==> src/rtl/fesm_pkg.sv <==
// Package for the first exact substring match: sizes, command codes and types.
// Depends on nothing; every other file of the block but the assertion header uses it.
`timescale 1ns / 1ps
`default_nettype none

package fesm_pkg;

  localparam int MaxPattern = 32;
  localparam int MaxText    = 1048576;
  localparam int SymW       = 8;
  localparam int CmdW       = 2;
  localparam int PosW       = 20;
  localparam int LenW       = $clog2(MaxPattern + 1);
  localparam int CountW     = $clog2(MaxText + 1);

  typedef enum logic [CmdW-1:0] {
    CmdClear  = 2'd0,
    CmdAppend = 2'd1,
    CmdText   = 2'd2
  } cmd_e;

  typedef struct packed {
    logic shift_text;
    logic shift_pat;
  } shift_ctrl_t;

endpackage

`default_nettype wire

==> src/rtl/fesm_in_if.sv <==
// Input channel of the first exact substring match: handshake and item fields.
// Depends on fesm_pkg for the field widths.
`timescale 1ns / 1ps
`default_nettype none

interface fesm_in_if;
  logic                       valid;
  logic                       ready;
  logic [fesm_pkg::CmdW-1:0]  command;
  logic [fesm_pkg::SymW-1:0]  symbol;
  logic                       last;

  modport source (output valid, output command, output symbol, output last, input ready);
  modport sink (input valid, input command, input symbol, input last, output ready);
endinterface

`default_nettype wire

==> src/rtl/fesm_out_if.sv <==
// Result channel of the first exact substring match: handshake and result fields.
// Depends on fesm_pkg for the field widths.
`timescale 1ns / 1ps
`default_nettype none

interface fesm_out_if;
  logic                       valid;
  logic                       ready;
  logic                       found;
  logic [fesm_pkg::PosW-1:0]  position;
  logic                       overflow;

  modport source (output valid, output found, output position, output overflow, input ready);
  modport sink (input valid, input found, input position, input overflow, output ready);
endinterface

`default_nettype wire

==> src/rtl/first_exact_substring_match.sv <==
// Latency: a result is offered the cycle after the text symbol marked last is transferred.
// Throughput: one item per cycle; the cell chain compares the whole window each cycle.
// The input stalls only while a result waits in the output register and is not taken.
// Reset (rst_ni low, asynchronous) empties the pattern and the text and drops any result.
// Depends on fesm_pkg, fesm_in_if, fesm_out_if and fesm_chain.
`timescale 1ns / 1ps
`default_nettype none

module first_exact_substring_match (
  input  wire logic clk_i,
  input  wire logic rst_ni,
  fesm_in_if.sink   in_i,
  fesm_out_if.source out_o
);

  logic                          accept;
  logic                          is_clr;
  logic                          is_app;
  logic                          is_text;
  logic                          sat;
  logic                          pat_full;
  logic                          all_ok;
  logic                          hit;
  logic                          result;
  fesm_pkg::shift_ctrl_t         ctrl;
  logic [fesm_pkg::CountW-1:0]   count_after;
  logic [fesm_pkg::PosW-1:0]     pos_new;

  logic [fesm_pkg::LenW-1:0]     len_q, len_d;
  logic [fesm_pkg::CountW-1:0]   count_q, count_d;
  logic                          seen_q, seen_d;
  logic [fesm_pkg::PosW-1:0]     pos_q, pos_d;
  logic                          ovf_q, ovf_d;
  logic                          out_valid_q, out_valid_d;
  logic                          out_found_q, out_found_d;
  logic [fesm_pkg::PosW-1:0]     out_pos_q, out_pos_d;
  logic                          out_ovf_q, out_ovf_d;

  assign in_i.ready = !out_valid_q || out_o.ready;
  assign accept     = in_i.valid && in_i.ready;
  assign is_clr     = accept && (in_i.command == fesm_pkg::CmdClear);
  assign is_app     = accept && (in_i.command == fesm_pkg::CmdAppend);
  assign is_text    = accept && (in_i.command == fesm_pkg::CmdText);
  assign sat        = count_q == fesm_pkg::CountW'(fesm_pkg::MaxText);
  assign pat_full   = len_q == fesm_pkg::LenW'(fesm_pkg::MaxPattern);

  assign ctrl.shift_text = is_text && !sat;
  assign ctrl.shift_pat  = is_app && !pat_full;

  fesm_chain u_chain (
    .clk_i    (clk_i),
    .ctrl_i   (ctrl),
    .symbol_i (in_i.symbol),
    .len_i    (len_q),
    .all_ok_o (all_ok)
  );

  assign count_after = count_q + fesm_pkg::CountW'(1);
  assign pos_new     = fesm_pkg::PosW'(count_after - fesm_pkg::CountW'(len_q));
  assign hit         = ctrl.shift_text && !seen_q && (len_q != '0) &&
                       (count_after >= fesm_pkg::CountW'(len_q)) && all_ok;
  assign result      = is_text && in_i.last;

  always_comb begin
    len_d       = len_q;
    count_d     = count_q;
    seen_d      = seen_q || hit;
    pos_d       = hit ? pos_new : pos_q;
    ovf_d       = ovf_q;
    out_valid_d = out_valid_q && !out_o.ready;
    out_found_d = out_found_q;
    out_pos_d   = out_pos_q;
    out_ovf_d   = out_ovf_q;

    if (is_clr) begin
      len_d = '0;
      ovf_d = 1'b0;
    end
    if (is_app) begin
      if (pat_full) begin
        ovf_d = 1'b1;
      end else begin
        len_d = len_q + fesm_pkg::LenW'(1);
      end
    end
    if (is_text) begin
      if (sat) begin
        ovf_d = 1'b1;
      end else begin
        count_d = count_after;
      end
    end

    if (result) begin
      out_valid_d = 1'b1;
      out_ovf_d   = ovf_d;
      if (len_q == '0) begin
        out_found_d = 1'b1;
        out_pos_d   = '0;
      end else if (seen_d) begin
        out_found_d = 1'b1;
        out_pos_d   = pos_d;
      end else begin
        out_found_d = 1'b0;
        out_pos_d   = '0;
      end
      count_d = '0;
      seen_d  = 1'b0;
      pos_d   = '0;
    end
  end

  always_ff @(posedge clk_i or negedge rst_ni) begin
    if (!rst_ni) begin
      len_q       <= '0;
      count_q     <= '0;
      seen_q      <= 1'b0;
      pos_q       <= '0;
      ovf_q       <= 1'b0;
      out_valid_q <= 1'b0;
    end else begin
      len_q       <= len_d;
      count_q     <= count_d;
      seen_q      <= seen_d;
      pos_q       <= pos_d;
      ovf_q       <= ovf_d;
      out_valid_q <= out_valid_d;
    end
  end

  always_ff @(posedge clk_i) begin
    out_found_q <= out_found_d;
    out_pos_q   <= out_pos_d;
    out_ovf_q   <= out_ovf_d;
  end

  assign out_o.valid    = out_valid_q;
  assign out_o.found    = out_found_q;
  assign out_o.position = out_pos_q;
  assign out_o.overflow = out_ovf_q;

endmodule

`default_nettype wire

==> src/rtl/fesm_cell.sv <==
// One cell of the compare chain: holds a text symbol and a pattern symbol.
// Depends on fesm_pkg; both symbols move on to the next cell when shifted.
`timescale 1ns / 1ps
`default_nettype none

module fesm_cell (
  input  wire logic                       clk_i,
  input  wire fesm_pkg::shift_ctrl_t      ctrl_i,
  input  wire logic                       active_i,
  input  wire logic [fesm_pkg::SymW-1:0]  text_i,
  input  wire logic [fesm_pkg::SymW-1:0]  pat_i,
  output logic      [fesm_pkg::SymW-1:0]  text_o,
  output logic      [fesm_pkg::SymW-1:0]  pat_o,
  output logic                            ok_o
);

  logic [fesm_pkg::SymW-1:0] text_q;
  logic [fesm_pkg::SymW-1:0] pat_q;

  always_ff @(posedge clk_i) begin
    if (ctrl_i.shift_text) begin
      text_q <= text_i;
    end
    if (ctrl_i.shift_pat) begin
      pat_q <= pat_i;
    end
  end

  // The compare looks at the window as it stands once the incoming symbol is in.
  assign ok_o   = !active_i || (text_i == pat_q);
  assign text_o = text_q;
  assign pat_o  = pat_q;

endmodule

`default_nettype wire

==> src/rtl/fesm_chain.sv <==
// Row of compare cells holding the text window and the reversed pattern.
// Depends on fesm_pkg and fesm_cell; reports whether the whole pattern matches.
`timescale 1ns / 1ps
`default_nettype none

module fesm_chain (
  input  wire logic                         clk_i,
  input  wire fesm_pkg::shift_ctrl_t        ctrl_i,
  input  wire logic [fesm_pkg::SymW-1:0]    symbol_i,
  input  wire logic [fesm_pkg::LenW-1:0]    len_i,
  output logic                              all_ok_o
);

  logic [fesm_pkg::SymW-1:0]       text_w [fesm_pkg::MaxPattern+1];
  logic [fesm_pkg::SymW-1:0]       pat_w  [fesm_pkg::MaxPattern+1];
  logic [fesm_pkg::MaxPattern-1:0] ok_w;

  assign text_w[0] = symbol_i;
  assign pat_w[0]  = symbol_i;

  for (genvar i = 0; i < fesm_pkg::MaxPattern; i++) begin : g_cell
    fesm_cell u_cell (
      .clk_i    (clk_i),
      .ctrl_i   (ctrl_i),
      .active_i (len_i > fesm_pkg::LenW'(i)),
      .text_i   (text_w[i]),
      .pat_i    (pat_w[i]),
      .text_o   (text_w[i+1]),
      .pat_o    (pat_w[i+1]),
      .ok_o     (ok_w[i])
    );
  end

  assign all_ok_o = &ok_w;

endmodule

`default_nettype wire

==> src/flat_wrapper.sv <==
// flat-port wrapper written by rule: the top's interface ports become plain ports
module first_exact_substring_match_flat 
  (clk_i, rst_ni, in_i_valid, in_i_command, in_i_symbol, in_i_last, in_i_ready, out_o_valid, out_o_found, out_o_position, out_o_overflow, out_o_ready);
  fesm_in_if in_i_i ();
  fesm_out_if out_o_i ();
  input  wire logic clk_i;
  input  wire logic rst_ni;
  input wire logic [$bits(in_i_i.valid)-1:0] in_i_valid;
  input wire logic [$bits(in_i_i.command)-1:0] in_i_command;
  input wire logic [$bits(in_i_i.symbol)-1:0] in_i_symbol;
  input wire logic [$bits(in_i_i.last)-1:0] in_i_last;
  output wire logic [$bits(in_i_i.ready)-1:0] in_i_ready;
  output wire logic [$bits(out_o_i.valid)-1:0] out_o_valid;
  output wire logic [$bits(out_o_i.found)-1:0] out_o_found;
  output wire logic [$bits(out_o_i.position)-1:0] out_o_position;
  output wire logic [$bits(out_o_i.overflow)-1:0] out_o_overflow;
  input wire logic [$bits(out_o_i.ready)-1:0] out_o_ready;
  assign in_i_i.valid = in_i_valid;
  assign in_i_i.command = in_i_command;
  assign in_i_i.symbol = in_i_symbol;
  assign in_i_i.last = in_i_last;
  assign in_i_ready = in_i_i.ready;
  assign out_o_valid = out_o_i.valid;
  assign out_o_found = out_o_i.found;
  assign out_o_position = out_o_i.position;
  assign out_o_overflow = out_o_i.overflow;
  assign out_o_i.ready = out_o_ready;
  first_exact_substring_match u_core (.clk_i(clk_i), .rst_ni(rst_ni), .in_i(in_i_i), .out_o(out_o_i));
endmodule
==> config.mk <==
export PLATFORM = sky130hd
export DESIGN_NAME = first_exact_substring_match_flat
export DESIGN_NICKNAME = d
export VERILOG_FILES = /design/src/rtl/fesm_pkg.sv /design/src/rtl/fesm_in_if.sv /design/src/rtl/fesm_out_if.sv /design/src/rtl/first_exact_substring_match.sv /design/src/rtl/fesm_cell.sv /design/src/rtl/fesm_chain.sv /design/src/flat_wrapper.sv
export SDC_FILE = /design/constraint.sdc
export NUM_CORES = 1
export LEC_CHECK = 0
export ABC_AREA = 1
export ABC_CLOCK_PERIOD_IN_PS = 14840
export CAP_MARGIN = 40
export CELL_PAD_IN_SITES_DETAIL_PLACEMENT = 0
export CELL_PAD_IN_SITES_GLOBAL_PLACEMENT = 1
export CORE_UTILIZATION = 50
export DETAILED_ROUTE_END_ITERATION = 12
export DONT_BUFFER_PORTS = 1
export PLACE_DENSITY = 0.85
export SYNTH_ARGS = -nofsm -noshare
export SYNTH_HDL_FRONTEND = slang
export SYNTH_SLANG_ARGS = --single-unit
==> constraint.sdc <==
create_clock -name clk_i -period 14.84 [get_ports clk_i]
set_input_delay 1.484 -clock clk_i [delete_from_list [all_inputs] [get_ports clk_i]]
set_output_delay 1.484 -clock clk_i [all_outputs]
set_load 0.01 [all_outputs]
==> impl_metrics.json, run 1 <==
{
  "cts_hold_repair.buffers": 0,
  "htreeDepth": 2,
  "finalSetupViolCount": 0,
  "grt-ovfl-total": 0,
  "vias": 12820,
  "slew_violations": 0,
  "ys_seq_area_share_pct": 72.40,
  "cts_made_buffers": 55,
  "gp_congestion": 0.8532,
  "fp.dieW_um": 219,
  "port_buffers": 0,
  "grtUsageMet3_pct": 3.493,
  "antenna_cells": 0,
  "die-area_um2": 47960,
  "dr.pass1.iters": 5,
  "path_cells": "ha_1 > nand2_1 > o21ai_0 > inv_1 > ha_1 > a21oi_1 > nand3_1 > nand3_1 > nand3b_1 > nor2_2 > nand3_1 > nand3_2 > nand2_1 > nand2_2 > nor2_1",
  "final_util_pct": 56.16,
  "drive_gt1_share_pct": 6.346,
  "area_growth_syn_to_layout_pct": 10.81,
  "synth_area_um2": 23550,
  "clockBufferDepth": 3,
  "cts-root-buf": "clkbuf_16",
  "powerDensity_nw_per_um2": 135.4,
  "cts_setup_buffers": 0,
  "synth.avg_cell_area_um2": 12.66,
  "fin_crit_sh_pct": 30.40,
  "status": "finished clean",
  "rsz0062_at_grt": "false",
  "min_from": "u_core.u_chain.g_cell[0].u_cell.pat_o[2]",
  "hold_ws_ns": 0.4653,
  "routed_wl_um": 40670,
  "grt_pass1_vias": 12740,
  "synth_area_leaders": "edfxtp_1 67%, xnor2_1 8.1%, nand2_1 7.6%",
  "ys_seq_elements": 576,
  "die-height_um": 219,
  "antenna_found_initial": 0,
  "multi_input_area_um2": 5715,
  "start_util_pct": 50.68,
  "cap_violations": 0,
  "fillers": 3700,
  "synth_top_area_share_pct": 67.08,
  "synth.distinct_cells": 37,
  "yosysTopAreaCell": "edfxtp_1",
  "worst_pin_slew_ns": 1.096,
  "hold_violations": 0,
  "pin_count": 39,
  "cp_slowest_stage_delay_ns": 0.67,
  "worstSetupStartpointType": "flop",
  "cts_sinks": 576,
  "max_slew_margin_pct": 26.94,
  "critical_path_required_ns": 15.18,
  "path_delay_family": "simple AND/OR/NAND/NOR gates",
  "ctsResizeCount": 0,
  "cp-startpoint": "u_core.count_q[0]",
  "rr_startpoint": "u_core.count_q[0]",
  "crit_fanout": 22,
  "period_needed_ns": 4.512,
  "grt_max_degree": 196,
  "setup_tns_ns": 0,
  "route.detailed.wl_per_inst_um": 15.88,
  "power_frac_comb_pct": 9.0,
  "p_sw_uw": 842.6,
  "fmax_mhz": 221.6,
  "first_iter_violations": 1026,
  "synthCells": 1860,
  "arrival_ns": 4.85,
  "grt_usage_pct": 17.26,
  "criticalPathCategory": "reg -> reg",
  "drc": 0,
  "clock_power_share_pct": 38.0,
  "intPower_mw": 2.690,
  "drtAntennaViolNets": 0,
  "met2_usage_pct": 30.31,
  "cpMostUsedCell": "nand3_1",
  "slowest_stage": "nand3_2",
  "path_buf_inv": 1,
  "skew_ns": 0.01992,
  "p_leak_nw": 9.610,
  "grt_first_pass_wirelength_um": 64110,
  "routed_via_density": 5.006,
  "use_met1_pct": 21.94,
  "hold_class": "reg -> reg",
  "ir_drop_mv": 0.1062,
  "endpoint_kind": "flop",
  "clk_pin_slew_worst_paths_ns": 0.06,
  "dp_hpwl_um": 26870,
  "clk_latency_ns": 0.61,
  "rows": 79,
  "yosysWarnings": 0,
  "fin_nets": 1937,
  "grt-busiest-layer": "met2",
  "core_area_um2": 46460,
  "seq_area_um2": 17050,
  "syn_nets": 1888,
  "cts_tree": "done",
  "power_frac_seq_pct": 53.0,
  "swShare_pct": 23.85
}
==> cells by family (layout without fill, tap and decap cells) <==
family                     Yosys count  count (layout)  synth area share, %
AOI/OAI and AO/OA                   57              57                1.408
xor gates and xnor gates           229             229                8.550
adders and majority gates           13              13               0.7227
buffers and inverters              204             298                3.390
DFF                                576             576                72.40
and+or+nand+nor                    781             781                13.53
==> registers in the layout, summed over array words and instances (netlist names), 6 cells and up <==
signal                               count
u_core.pos_q                            20
u_core.len_q                             6
u_core.u_chain.g_cell.u_cell.text_o    248
u_core.count_q                          21
u_core.u_chain.g_cell.u_cell.pat_o     256
u_core.out_o.position                   20
==> area by class of cell <==
cell class | instances | share of cell area (%)
timing repair buffer | 6 | 0.3741
sequential | 576 | 65.34
tap | 607 | 2.911
clock buffer | 68 | 5.616
clock inverter | 34 | 1.093
inverter | 190 | 2.762
multi-input combinational | 1080 | 21.91
==> synthesized netlist by cell type <==
| cell | count |
|---|---|
| nand4_1 | 37 |
| edfxtp_1 | 526 |
| nor2_4 | 4 |
| clkbuf_1 | 4 |
| o211ai_1 | 2 |
| nand3b_1 | 3 |
| o21ai_2 | 1 |
| nand3_2 | 1 |
| xnor2_1 | 217 |
| o32ai_1 | 1 |
| o22ai_1 | 17 |
| nand2_1 | 479 |
| buf_2 | 5 |
| o31ai_1 | 1 |
| fa_1 | 1 |
| buf_4 | 3 |
| xor2_2 | 1 |
| buf_6 | 2 |
| nor2_2 | 12 |
| clkinv_1 | 1 |
| a21oi_1 | 11 |
| or2_2 | 5 |
| nor3_1 | 9 |
| inv_1 | 180 |
| a31oi_1 | 1 |
| a21oi_2 | 1 |
| nand2_2 | 2 |
| nor2_1 | 185 |
| inv_2 | 9 |
| o21ai_1 | 2 |
| nand3_1 | 44 |
| o21bai_1 | 1 |
| o21a_1 | 1 |
| ha_1 | 12 |
| o21ai_0 | 18 |
| dfrtp_1 | 50 |
| xor2_1 | 11 |
==> placed cells by master, fill, tap and decap left out, drive strengths merged, types with 17 or more instances in the layout <==
cell and count:
clkbuf 68, clkinv 28, dfrtp 50, edfxtp 526, inv 191, nand2 481
nand3 45, nand4 37, nor2 201, o21ai 21, o22ai 17, xnor2 217
==> stage by stage <==
stage | power (mW) | instances | setup slack [ns] | cell area (um2)
5_1_grt | 3.672 | 2561 | 10.05 | 26090
3_3_place_gp | 2.214 | 2457 | 9.838 | 24280
4_1_cts | 3.564 | 2561 | 10.39 | 26090
2_1_floorplan | 2.146 | 1860 | 0.1551 | 23550
6_report | 3.533 | 2561 | 10.33 | 26090
3_5_place_dp | 2.223 | 2459 | 9.829 | 24340
==> final timing paths <==
| check | endpoint | slack, ns | cells past startpoint |
|---|---|---|---|
| worst max-delay path | u_core.out_o.position[18] | 10.33 | 15 |
| worst min-delay path | u_core.u_chain.g_cell[1].u_cell.pat_o[2] | 0.47 | 0 |
| worst max register to register | u_core.out_o.position[18] | 10.33 | 15 |
| worst min register to register | u_core.u_chain.g_cell[1].u_cell.pat_o[2] | 0.47 | 0 |
| max in group asynchronous | u_core.count_q[18] | 14.13 | 0 |
| min in group asynchronous | u_core.pos_q[2] | 0.58 | 0 |
==> layer usage <==
| layer | part of all wire [%] | vias to the layer above | routed length [um] |
|---|---|---|---|
| met2 | 52 | 225 | 21000 |
| met5 | 0 | - | 0 |
| li1 | - | 6316 | - |
| met3 | 4.5 | 50 | 1831 |
| met1 | 42 | 6230 | 17200 |
| met4 | 1.6 | 0 | 636 |
==> power by group through the flow <==
stage / Clock (mW) / Combinational (mW) / Sequential, mW
3_3_place_gp: 0 / 0.311 / 1.90
6_report: 1.34 / 0.317 / 1.87
2_1_floorplan: 0 / 0.238 / 1.91
4_1_cts: 1.37 / 0.317 / 1.87
3_5_place_dp: 0 / 0.315 / 1.91
5_1_grt: 1.43 / 0.359 / 1.88
(Power assumes the default switching activity.)
==> run 2, diff against run 1 <==
--- a/config.mk
+++ b/config.mk
@@ -6,7 +6,7 @@
 export NUM_CORES = 1
 export LEC_CHECK = 0
 export ABC_AREA = 1
-export ABC_CLOCK_PERIOD_IN_PS = 14840
+export ABC_CLOCK_PERIOD_IN_PS = 4600
 export CAP_MARGIN = 40
 export CELL_PAD_IN_SITES_DETAIL_PLACEMENT = 0
 export CELL_PAD_IN_SITES_GLOBAL_PLACEMENT = 1
==> constraint.sdc (replaced) <==
create_clock -name clk_i -period 4.6 [get_ports clk_i]
set_input_delay 0.46 -clock clk_i [delete_from_list [all_inputs] [get_ports clk_i]]
set_output_delay 0.46 -clock clk_i [all_outputs]
set_load 0.01 [all_outputs]
==> impl_metrics.json, run 2 (synthesis gave the netlist of run 1 again) <==
{
  "arrival_ns": 3.98,
  "routed_via_density": 5.040,
  "critical_path_required_ns": 4.94,
  "path_cells": "ha_1 > nand2_1 > o21ai_0 > inv_1 > ha_1 > a21oi_1 > nand3_1 > nand3_1 > nand3b_1 > nor2_2 > nand3_1 > buf_4 > nand3_2 > nand2_1 > nand2_2 > nor2_1",
  "fillers": 3715,
  "die-area_um2": 47960,
  "slowest_stage": "dfrtp_1",
  "cts_made_buffers": 57,
  "max_slew_margin_pct": 27.94,
  "worst_slack_ns": 0.9594,
  "first_iter_violations": 1080,
  "antenna_cells": 0,
  "rows": 79,
  "p_leak_nw": 9.739,
  "status": "finished clean",
  "crit_fanout": 22,
  "slew_violations": 0,
  "min_from": "in_i_command[1]",
  "cap_violations": 0,
  "reg2reg_slack_ns": 0.96,
  "design_area_um2": 26430,
  "core_area_um2": 46460,
  "criticalPathCategory": "reg -> reg",
  "endpoint_kind": "flop",
  "ir_drop_mv": 0.3762,
  "grt_usage_pct": 17.89,
  "layout_commonest_cell": "edfxtp_1",
  "rr_startpoint": "u_core.count_q[0]",
  "grt_max_degree": 175,
  "route.detailed.wl_per_inst_um": 16.17,
  "worstSetupStartpointType": "flop",
  "hold_violations": 0,
  "area_growth_syn_to_layout_pct": 12.25,
  "drive_gt1_share_pct": 7.458,
  "cts_setup_buffers": 0,
  "clk_latency_ns": 0.61,
  "vias": 12990,
  "hold_class": "in -> reg",
  "worst_pin_slew_ns": 1.081,
  "fin_nets": 1951,
  "powerDensity_nw_per_um2": 443.2,
  "path_buf_inv": 2,
  "fmax_mhz": 274.7,
  "period_needed_ns": 3.641,
  "grt_first_pass_wirelength_um": 66700,
  "fin_crit_sh_pct": 79.14,
  "fp.dieW_um": 219,
  "clk_pin_slew_worst_paths_ns": 0.06,
  "gp_congestion": 0.8731,
  "htreeDepth": 2,
  "port_buffers": 0,
  "drc": 0,
  "hold_ws_ns": 0.05348,
  "die-height_um": 219,
  "rsz0062_at_grt": "false",
  "finalSetupViolCount": 0,
  "reg2reg_depth": 16,
  "largest_reg_flops": 256,
  "final_cell_mix": "526 x edfxtp_1, 477 x nand2_1, 217 x xnor2_1",
  "path_delay_family": "simple AND/OR/NAND/NOR gates",
  "power_mw": 11.71,
  "drtAntennaViolNets": 0,
  "dp_hpwl_um": 27110,
  "placed_area_um2": 24420,
  "cpMostUsedCell": "nand3_1",
  "preCtsSetupSlack_ns": 0.9906,
  "routed_wl_um": 41680,
  "rr_endpoint": "u_core.out_o.position[17]",
  "cts_sinks": 576,
  "clockBufferDepth": 3,
  "dr.pass1.iters": 5,
  "antenna_found_initial": 0,
  "hold_depth": 2,
  "pin_count": 39,
  "cp_slowest_stage_delay_ns": 0.40,
  "whs_endpoint": "u_core.len_q[4]",
  "skew_ns": 0.02281,
  "grt-ovfl-total": 0,
  "grt_pass1_vias": 13230,
  "start_util_pct": 50.68,
  "fin_cells": 2578,
  "dp.cells": 2461,
  "cts-root-buf": "clkbuf_16",
  "cts_tree": "done"
}
[run 2: how the worst max path moves through the flow]
stage / to / cells past startpoint / start / slack, ns
floorplan: u_core.len_q[5] / 12 / u_core.out_o.valid / -1.15
CTS: u_core.out_o.position[17] / 16 / u_core.count_q[0] / 0.99
detailed placement: u_core.out_o.position[17] / 16 / u_core.count_q[0] / 0.99
global route: u_core.out_o.position[17] / 18 / u_core.count_q[0] / 0.59
finish: u_core.out_o.position[17] / 16 / u_core.count_q[0] / 0.96
global placement: u_core.out_o.position[18] / 16 / u_core.count_q[0] / 1.10
[run 2: final cells by class]
cell class	count	area, um2	share of cell area (%)
flip-flops and latches	576	17050	64.51
clock inverters	37	355.3	1.344
multi-input cells	1080	5757	21.78
inverters	190	728.2	2.755
clock buffers	70	1538	5.818
repair buffers	18	242.7	0.9184
well taps	607	759.5	2.874
[run 2: metal layers]
metal | share of wire [%] | vias to the layer above | track usage, %
li1 | - | 6356 | -
met1 | 43 | 6349 | 22.65
met2 | 51 | 216 | 31.50
met3 | 3.9 | 73 | 3.271
met4 | 2.1 | 0 | 4.815
met5 | 0 | - | 0
[run 2: through the flow]
step	utilization [%]	setup TNS (ns)
after floorplan	-	-146.03
after global placement	52.45	0
after detailed placement	52.56	0
after CTS	56.89	0
after global routing	56.89	0
final	56.89	0
[run 2: power by group]
part	total (mW)	internal (mW)	switching, mW	leakage, nW
Sequential	6.05	5.92	0.127	5.51
Combinational	1.02	0.340	0.677	3.31
Clock	4.65	2.72	1.93	0.922
[run 2: repair_timing]
action	in CTS	in global routing
hold buffers	10	0
endpoints found under the hold margin	66	0
resized for setup	0	0
[run 2: worst reg2reg max path, stage by stage (launching register included)]
cell and delay, ns:
dfrtp_1 0.40, ha_1 0.21, nand2_1 0.10, o21ai_0 0.26, inv_1 0.08, ha_1 0.33
a21oi_1 0.20, nand3_1 0.15, nand3_1 0.11, nand3b_1 0.13, nor2_2 0.18, nand3_1 0.10
buf_4 0.21, nand3_2 0.35, nand2_1 0.12, nand2_2 0.33, nor2_1 0.10
